--- config.mk ---
export PLATFORM = sky130hd
export DESIGN_NAME = elevator_nearest_request_scheduler_top
export DESIGN_NICKNAME = d
export VERILOG_FILES = /design/src/hw/rtl/elev_pkg.sv /design/src/hw/rtl/elevator_nearest_request_scheduler_top.sv
export SDC_FILE = /design/constraint.sdc
export NUM_CORES = 1
export LEC_CHECK = 0
export BUFFER_PORTS_ARGS = -buffer_cell sky130_fd_sc_hd__buf_4
export CELL_PAD_IN_SITES_DETAIL_PLACEMENT = 0
export CELL_PAD_IN_SITES_GLOBAL_PLACEMENT = 2
export CORE_MARGIN = 3
export CORE_UTILIZATION = 41
export DETAILED_ROUTE_END_ITERATION = 7
export PLACE_DENSITY = 0.86
export SLEW_MARGIN = 15
export SYNTH_ARGS = -nofsm -noshare
export SYNTH_HDL_FRONTEND = slang
export SYNTH_SLANG_ARGS = --single-unit
--- constraint.sdc ---
create_clock -name clk -period 14.6 [get_ports clk]
set_clock_uncertainty 0.2 [all_clocks]
set_input_delay 1.46 -clock clk [delete_from_list [all_inputs] [get_ports clk]]
set_output_delay 1.46 -clock clk [all_outputs]
set_load 0.05 [all_outputs]
--- src/hw/rtl/elev_pkg.sv ---
// shared types and codes for the elevator nearest-request scheduler
// no dependencies; used by elevator_nearest_request_scheduler_top
package elev_pkg;

    // width of the floor fields on the ports
    localparam int FLOOR_W = 4;

    typedef logic [FLOOR_W-1:0] floor_t;
    typedef logic signed [1:0]  dir_t;

    // travel direction codes
    localparam dir_t DIR_IDLE = 2'sd0;
    localparam dir_t DIR_UP   = 2'sd1;
    localparam dir_t DIR_DOWN = -2'sd1;

    // command codes
    typedef enum logic
    {
        CMD_STEP = 1'b0,
        CMD_CALL = 1'b1
    } cmd_t;

endpackage

--- src/hw/rtl/elevator_nearest_request_scheduler_top.sv ---
// elevator car controller: request bitmap, nearest-request target choice
// depends on elev_pkg (floor and direction types, command codes)
//
// usage
//   input channel (in_valid / in_stall) carries one word per event:
//     command = call  -> sets the request bit of call_floor (ignored when
//                        call_floor is not below FLOORS)
//     command = step  -> picks a target, opens doors there or moves one floor
//   output channel (out_valid / out_stall) returns exactly one word per input
//   word: car floor, travel direction, doors flag and the chosen target
//   the word passes through the input register, then the target search and the
//   state update land in the output register
//   throughput is one word per cycle while out_stall is low; the whole search
//   is a pair of priority encoders over the request bitmap
//   when out_stall is high and the output register is full, the output word holds,
//   the input register keeps its word and in_stall rises only if it is occupied
//   reset clears the request bitmap, puts the car at floor 0 with direction
//   idle and empties both registers; no clearing pass is needed
module elevator_nearest_request_scheduler_top #(
    parameter int FLOORS = 16
) (
    input  logic                        clk,
    input  logic                        rst_n,
    // input channel
    input  logic                        in_valid,
    output logic                        in_stall,
    input  logic                        command,
    input  logic [elev_pkg::FLOOR_W-1:0] call_floor,
    // output channel
    output logic                        out_valid,
    input  logic                        out_stall,
    output logic [elev_pkg::FLOOR_W-1:0] car_floor,
    output logic signed [1:0]           travel_dir,
    output logic                        doors_opened,
    output logic                        target_valid,
    output logic [elev_pkg::FLOOR_W-1:0] target_floor
);

    // only floors reachable by a call word can ever hold a request
    localparam int REQ = (FLOORS < (1 << elev_pkg::FLOOR_W)) ? FLOORS
                                                              : (1 << elev_pkg::FLOOR_W);

    // input register
    logic                 s1_valid_reg;
    logic                 s1_valid_next;
    elev_pkg::cmd_t       s1_cmd_reg;
    elev_pkg::floor_t     s1_call_reg;

    // car state
    logic [REQ-1:0]       pending_reg;
    logic [REQ-1:0]       pending_next;
    elev_pkg::floor_t     floor_reg;
    elev_pkg::floor_t     floor_next;
    elev_pkg::dir_t       dir_reg;
    elev_pkg::dir_t       dir_next;

    // output register
    logic                 out_valid_reg;
    logic                 out_valid_next;
    logic                 opened_reg;
    logic                 opened_next;
    logic                 found_reg;
    logic                 found_next;
    elev_pkg::floor_t     target_reg;
    elev_pkg::floor_t     target_next;

    logic                 advance;

    // search results
    logic [REQ-1:0]       ge_mask;
    logic [REQ-1:0]       le_mask;
    logic                 above_hit;
    logic                 below_hit;
    elev_pkg::floor_t     above_floor;
    elev_pkg::floor_t     below_floor;
    elev_pkg::floor_t     dist_up;
    elev_pkg::floor_t     dist_dn;
    logic                 pick_above;

    // handshake: the input word moves on whenever the output slot frees up
    assign advance  = s1_valid_reg && (!out_valid_reg || !out_stall);
    assign in_stall = s1_valid_reg && !advance;

    always_comb
    begin
        s1_valid_next  = in_stall ? s1_valid_reg : in_valid;
        out_valid_next = advance ? 1'b1 : (out_valid_reg && out_stall);
    end

    // nearest request at or above, and at or below, the current floor
    always_comb
    begin
        for (int i = 0; i < REQ; i++)
        begin
            ge_mask[i] = pending_reg[i] && (elev_pkg::floor_t'(i) >= floor_reg);
            le_mask[i] = pending_reg[i] && (elev_pkg::floor_t'(i) <= floor_reg);
        end
        above_hit   = |ge_mask;
        below_hit   = |le_mask;
        above_floor = '0;
        below_floor = '0;
        // descending scan: lowest set bit wins
        for (int i = REQ - 1; i >= 0; i--)
        begin
            if (ge_mask[i])
            begin
                above_floor = elev_pkg::floor_t'(i);
            end
        end
        // ascending scan: highest set bit wins
        for (int i = 0; i < REQ; i++)
        begin
            if (le_mask[i])
            begin
                below_floor = elev_pkg::floor_t'(i);
            end
        end
        dist_up = above_floor - floor_reg;
        dist_dn = floor_reg - below_floor;

        // moving: keep going if something lies ahead, else the other side
        // idle: nearest overall, a tie goes to the higher floor
        case (dir_reg)
            elev_pkg::DIR_UP:   pick_above = above_hit;
            elev_pkg::DIR_DOWN: pick_above = !below_hit;
            default:            pick_above = above_hit && (!below_hit || dist_up <= dist_dn);
        endcase
    end

    // state update and result word
    always_comb
    begin
        pending_next = pending_reg;
        floor_next   = floor_reg;
        dir_next     = dir_reg;
        opened_next  = 1'b0;
        found_next   = 1'b0;
        target_next  = '0;

        if (s1_cmd_reg == elev_pkg::CMD_CALL)
        begin
            for (int i = 0; i < REQ; i++)
            begin
                if (s1_call_reg == elev_pkg::floor_t'(i))
                begin
                    pending_next[i] = 1'b1;
                end
            end
        end
        else if (!above_hit && !below_hit)
        begin
            dir_next = elev_pkg::DIR_IDLE;
        end
        else
        begin
            found_next  = 1'b1;
            target_next = pick_above ? above_floor : below_floor;
            if (target_next == floor_reg)
            begin
                opened_next = 1'b1;
                for (int i = 0; i < REQ; i++)
                begin
                    if (floor_reg == elev_pkg::floor_t'(i))
                    begin
                        pending_next[i] = 1'b0;
                    end
                end
            end
            else if (target_next > floor_reg)
            begin
                dir_next   = elev_pkg::DIR_UP;
                floor_next = floor_reg + elev_pkg::floor_t'(1);
            end
            else
            begin
                dir_next   = elev_pkg::DIR_DOWN;
                floor_next = floor_reg - elev_pkg::floor_t'(1);
            end
        end
    end

    always_ff @(posedge clk or negedge rst_n)
    begin
        if (!rst_n)
        begin
            s1_valid_reg  <= 1'b0;
            out_valid_reg <= 1'b0;
            pending_reg   <= '0;
            floor_reg     <= '0;
            dir_reg       <= elev_pkg::DIR_IDLE;
        end
        else
        begin
            s1_valid_reg  <= s1_valid_next;
            out_valid_reg <= out_valid_next;
            if (advance)
            begin
                pending_reg <= pending_next;
                floor_reg   <= floor_next;
                dir_reg     <= dir_next;
            end
        end
    end

    // payload registers
    always_ff @(posedge clk)
    begin
        if (!in_stall)
        begin
            s1_cmd_reg  <= elev_pkg::cmd_t'(command);
            s1_call_reg <= call_floor;
        end
        if (advance)
        begin
            opened_reg <= opened_next;
            found_reg  <= found_next;
            target_reg <= target_next;
        end
    end

    // floor and direction are reported as left by the word just completed
    assign out_valid    = out_valid_reg;
    assign car_floor    = floor_reg;
    assign travel_dir   = dir_reg;
    assign doors_opened = opened_reg;
    assign target_valid = found_reg;
    assign target_floor = target_reg;

endmodule

After elaboration in Yosys (flattened, before gate mapping)
Cells that the tools add are included.

Memory bits (writable): 0. Output and inout bits: 14. Bits in latches: 0. ROM bits: 0. Memories: 0. Flip-flop bits (word level): 35.

Reduce and logical (&&, ||, !) cells: 84. Equal/unequal tests: 51. Div/mod/pow operators: 0. Bitwise gates (word level): 3. Multipliers: 0. Multiplexer cells: 75. Shift operators: 0. Magnitude comparators: 34. $add $sub $neg: 4.

Operator list (count): 4-bit 2-to-1 mux (32); 5-bit AND reduction (16); 4-bit equality test (second input constant) (16); 16-bit 2-to-1 mux (3); 1-bit logical AND (37); 1-bit 2-to-1 mux (36); 2-bit nonzero test (17); 4-bit by 3-bit equality test with 1-bit output (second input constant) (8); 4-bit greater-or-equal comparator (first input constant) (8); 4-bit less-or-equal comparator (first input constant) (8); 2-bit by 1-bit inequality test with 1-bit output (second input constant) (16); 16-bit OR reduction (2); 4-bit by 2-bit equality test with 1-bit output (second input constant) (4); 3-bit by 4-bit greater-or-equal comparator with 1-bit output (first input constant) (4); 3-bit by 4-bit less-or-equal comparator with 1-bit output (first input constant) (4); 4-bit by 1-bit equality test with 1-bit output (second input constant) (2); 1-bit by 4-bit greater-or-equal comparator with 1-bit output (first input constant) (2); 2-bit by 4-bit greater-or-equal comparator with 1-bit output (first input constant) (2); 1-bit by 4-bit less-or-equal comparator with 1-bit output (first input constant) (2); 2-bit by 4-bit less-or-equal comparator with 1-bit output (first input constant) (2); 4-bit zero test (2); 4-bit subtractor (2); 2-bit 2-to-1 mux (3); 1-bit zero test (5); other kinds (14) (18).

Depth between registers and ports, before layout
Depth after elaboration: 28. Mapped depth: 31.

Worst setup path before layout
Ideal clock, no wire load.

Path kind: register to register. Start point: register floor_reg[0] (netlist: car_floor[0]). End point: register floor_reg[2] (netlist: car_floor[2]). Stages on the path, launching flop included: 30. Slack: 8.082 ns. Setup time: 0.125 ns. Clock period less this slack: 6.518 ns. Arrival time: 6.193 ns. Required time: 14.275 ns. Path through: dfrtp_1 > clkbuf_1 > inv_1 > ha_1 > clkbuf_1 > nand2b_1 > o311ai_1 > nor3b_2 > a211oi_1 > or3_1 > inv_1 > ha_1 > a21oi_1 > xnor2_1 > xnor2_1 > ha_1 > a41oi_1 > nand2_1 > a21oi_1 > a211oi_1 > o22ai_2 > mux2_4 > ha_1 > nor2b_1 > o21a_1 > o21a_1 > o21ai_0 > mux2i_1 > nor2_1 > xnor2_1.

Cells in the longest elaborated chain, start to end: 27. Elaborated cells on any way between the ends: 115. Classes of those cells: 4 x add/sub; 34 x order compare; 1 x eq/ne; 34 x mux; 2 x bitwise; 40 x reduce/logical.

Ends and longest elaborated chain: start: declaration (RTL line elevator_nearest_request_scheduler_top.sv:52) `elev_pkg::floor_t floor_reg;`; start signal: assignment (RTL line elevator_nearest_request_scheduler_top.sv:199) `floor_reg <= floor_next;`; parallel branches: the longest is 27 deep, another holds 4-bit greater-or-equal comparator.

Parallel ways; which one is timed is not known. A chain may end at the register's enable or synchronous reset.

Worst setup path after layout
Start point: register floor_reg[1] (netlist: car_floor[1]). End point: register floor_reg[2] (netlist: car_floor[2]).

The elaborated chain is that of the path after synthesis.

==> flow_metrics.env <==
export IMPL_cts_max_level=2
export IMPL_regToRegSetupSlack_ns=7.28
export IMPL_cp_max_fo=21
export IMPL_nets=378
export IMPL_path_class="reg2reg"
export IMPL_synthCells=332
export IMPL_die_height_um=91.5
export IMPL_hold_buffers=0
export IMPL_grt_pass1_wl_um=14000
export IMPL_rows=30
export IMPL_area_growth_syn_to_layout_pct=10.3
export IMPL_pin_count=23
export IMPL_ys_warnings_count=0
export IMPL_startpoint="car_floor[1]"
export IMPL_syn_num_nets=363
export IMPL_fmax_ghz=0.137
export IMPL_startpoint_type="register"
export IMPL_ys_seq_elements=35
export IMPL_fp_dieW_um=91.5
export IMPL_gr_total_overflow=0
export IMPL_gp_congestion=0.920
export IMPL_setup_tns_ns=0
export IMPL_dp_hpwl_um=6520
export IMPL_reg2reg_from="car_floor[1]"
export IMPL_cp_arrival_ns=7.29
export IMPL_cts_setup_buffers=0
export IMPL_clock_tree_root_cell="clkbuf_8"
export IMPL_antenna_found_initial=0
export IMPL_fin_crit_sh_pct=50.2
export IMPL_wire_per_inst_um=19.4
export IMPL_drive_gt1_share_pct=14.9
export IMPL_synthesis_area_um2=3000
export IMPL_min_path_type="reg2reg"
export IMPL_cts_sinks=35
export IMPL_reg2reg_to="car_floor[2]"
export IMPL_rsz0062_at_grt="false"
export IMPL_finalSetupViolations=0
export IMPL_cts_resized=0
export IMPL_reg2regPathDepth=26
export IMPL_drv_slew=0
export IMPL_numCtsBuffers=5
export IMPL_die_area_um2=8370
export IMPL_post_synth_num_cell_types=68
export IMPL_finalCriticalPeriod_ns=7.32
export IMPL_path_clk_slew_ns=0.07
export IMPL_port_buffers=22
export IMPL_grt_usage_pct=21.3
export IMPL_drt_vias_per_instance=5.96
export IMPL_drc_errors=0
export IMPL_critPathRequiredTime_ns=14.57
export IMPL_timing_hold_violations_final=0
export IMPL_ys_flop_type="dfrtp_1"
export IMPL_async_flop_share_pct=68.6
export IMPL_setup_worst_path_end="car_floor[2]"
export IMPL_grt_pass1_vias=2538
export IMPL_first_pass_iters=4
export IMPL_cp_end_kind="register"
export IMPL_grt_max_degree=31
export IMPL_clk_path_buf_depth=2
export IMPL_drtIter0Drc=193
export IMPL_core_um2=6940
export IMPL_ant_nets=0
export IMPL_postRouteWirelength_um=8620
export IMPL_tritoncts="built"
export IMPL_tightest_slew_ns=0.893
export IMPL_synth_edf_count=11
export IMPL_start_util_pct=43.2
export IMPL_largest_reg_flops=16
export IMPL_maxCapViolCount=0
export IMPL_fillers=682
export IMPL_clk_latency_ns=0.29
export IMPL_syn_avg_cell_area_um2=9.03
export IMPL_min_from="s1_valid_reg"
export IMPL_ys_seq_area_share_pct=31.1
export IMPL_insertedDiodeCount=0
export IMPL_slew_headroom_pct=40.5
export IMPL_vias=2648
export IMPL_status="complete, no violations"
==> routing by layer <==
layer | up-vias | track usage (%) | wire (um)
met3 | 15 | 2.32 | 335
li1 | 1277 | - | -
met5 | - | 0 | 0
met2 | 76 | 31.6 | 3900
met4 | 0 | 7.66 | 182
met1 | 1280 | 31.8 | 4200
==> through the flow <==
stage	setup WS [ns]	util (%)	hold slack (ns)	instance area, um2	std cells
4_1_cts	7.31	47.6	0.324	3310	444
3_3_place_gp	7.44	46.4	0.288	3220	436
6_report	7.28	47.6	0.318	3310	444
2_1_floorplan	8.08	-	0.257	3000	332
3_5_place_dp	7.36	46.4	0.301	3220	436
5_1_grt	6.73	47.6	0.349	3310	444
==> synthesized netlist by cell type (all sizes together), types with 2 or more instances <==
master,number,share of area (%)
a41oi,3,1.1
nand4,9,2.1
and2,6,1.3
o22ai,2,0.63
a32o,3,1.0
a211oi,4,1.0
or3,2,0.42
inv,21,2.6
o21bai,2,0.50
nor2b,8,1.7
nand3,6,1.0
xnor2,8,2.3
and3,3,0.63
nor3,3,0.67
o21ai,28,5.1
nand2,17,2.1
nor2,19,3.0
ha,20,8.3
or2,6,1.3
a21o,5,1.3
clkbuf,10,1.3
xor2,2,0.58
buf,5,1.0
o21a,7,1.8
a22o,5,1.5
nor3b,4,1.3
fa,2,1.3
a31oi,15,3.3
a21oi,29,4.8
mux2i,4,1.3
a2bb2oi,3,0.88
o31a,2,0.58
a2111oi,3,2.1
nand3b,2,0.92
nand2b,12,2.5
dfrtp,24,20
edfxtp,11,11
==> critical path, cell delays in order, from the launching register on <==
cell      delay, ns
dfrtp_1        0.85
inv_1          0.41
ha_1           0.49
a221o_1        0.41
o21bai_1       0.16
a2111o_1       0.42
a21oi_1        0.35
ha_1           0.31
a21o_1         0.16
a21oi_1        0.17
xnor2_1        0.15
xnor2_1        0.15
ha_1           0.26
a41oi_1        0.25
nand2_1        0.09
a21oi_1        0.13
a211oi_1       0.08
o22ai_2        0.28
mux2_4         0.35
ha_1           0.29
nor2b_1        0.13
o21a_1         0.16
o21a_1         0.17
o21ai_0        0.34
mux2i_1        0.23
nor2_1         0.07
xnor2_1        0.12
==> kinds of logic (layout without fill, tap and decap cells) <==
logic type	after synthesis	count (layout)	share of synthesized area, %
flip-flops	35	35	31.1
AO/OA/AOI/OAI	125	125	29.9
multiplexers	5	5	1.84
XOR/XNOR	10	10	2.92
adder cells (fa/ha/maj)	22	22	9.68
AND/OR/NAND/NOR	99	99	19.7
buffers and inverters	36	52	4.88
==> worst min-delay path by stage <==
| stage | cells after the start | to | slack (ns) |
|---|---|---|---|
| after floorplan | 1 | out_valid | 0.26 |
| after global placement | 1 | out_valid | 0.29 |
| after detailed placement | 1 | out_valid | 0.30 |
| after CTS | 1 | out_valid | 0.32 |
| after global routing | 1 | out_valid | 0.35 |
| final | 1 | out_valid | 0.32 |
==> layout by cell type, fill, tap and decap left out, types with 3 or more instances in the layout <==
cell       instances
a21oi_1           29
o21ai_0           27
dfrtp_1           24
buf_4             23
inv_1             20
ha_1              20
nand2_1           17
nor2_1            17
a31oi_1           14
nand2b_1          12
edfxtp_1          11
nor2b_1            8
nand4_1            8
xnor2_1            8
o21a_1             7
and2_1             6
nand3_1            6
or2_2              5
a21o_1             5
a22o_1             5
clkbuf_8           5
a211oi_1           4
mux2i_1            4
a2bb2oi_1          3
a32o_1             3
and3_1             3
==> final cells by class <==
class	instances	area, um2	area share, %
Clock buffer	5	68.8	2.08
Clock inverter	3	15.0	0.454
Inverter	21	78.8	2.38
Multi-Input combinational cell	261	1920	58.1
Sequential cell	35	931	28.1
Tap cell	96	120	3.63
Timing Repair Buffer	23	173	5.22
Power is left out: the tool's default activity adds up to more than one toggle a clock period on the data nets, which glitch-free logic cannot reach.
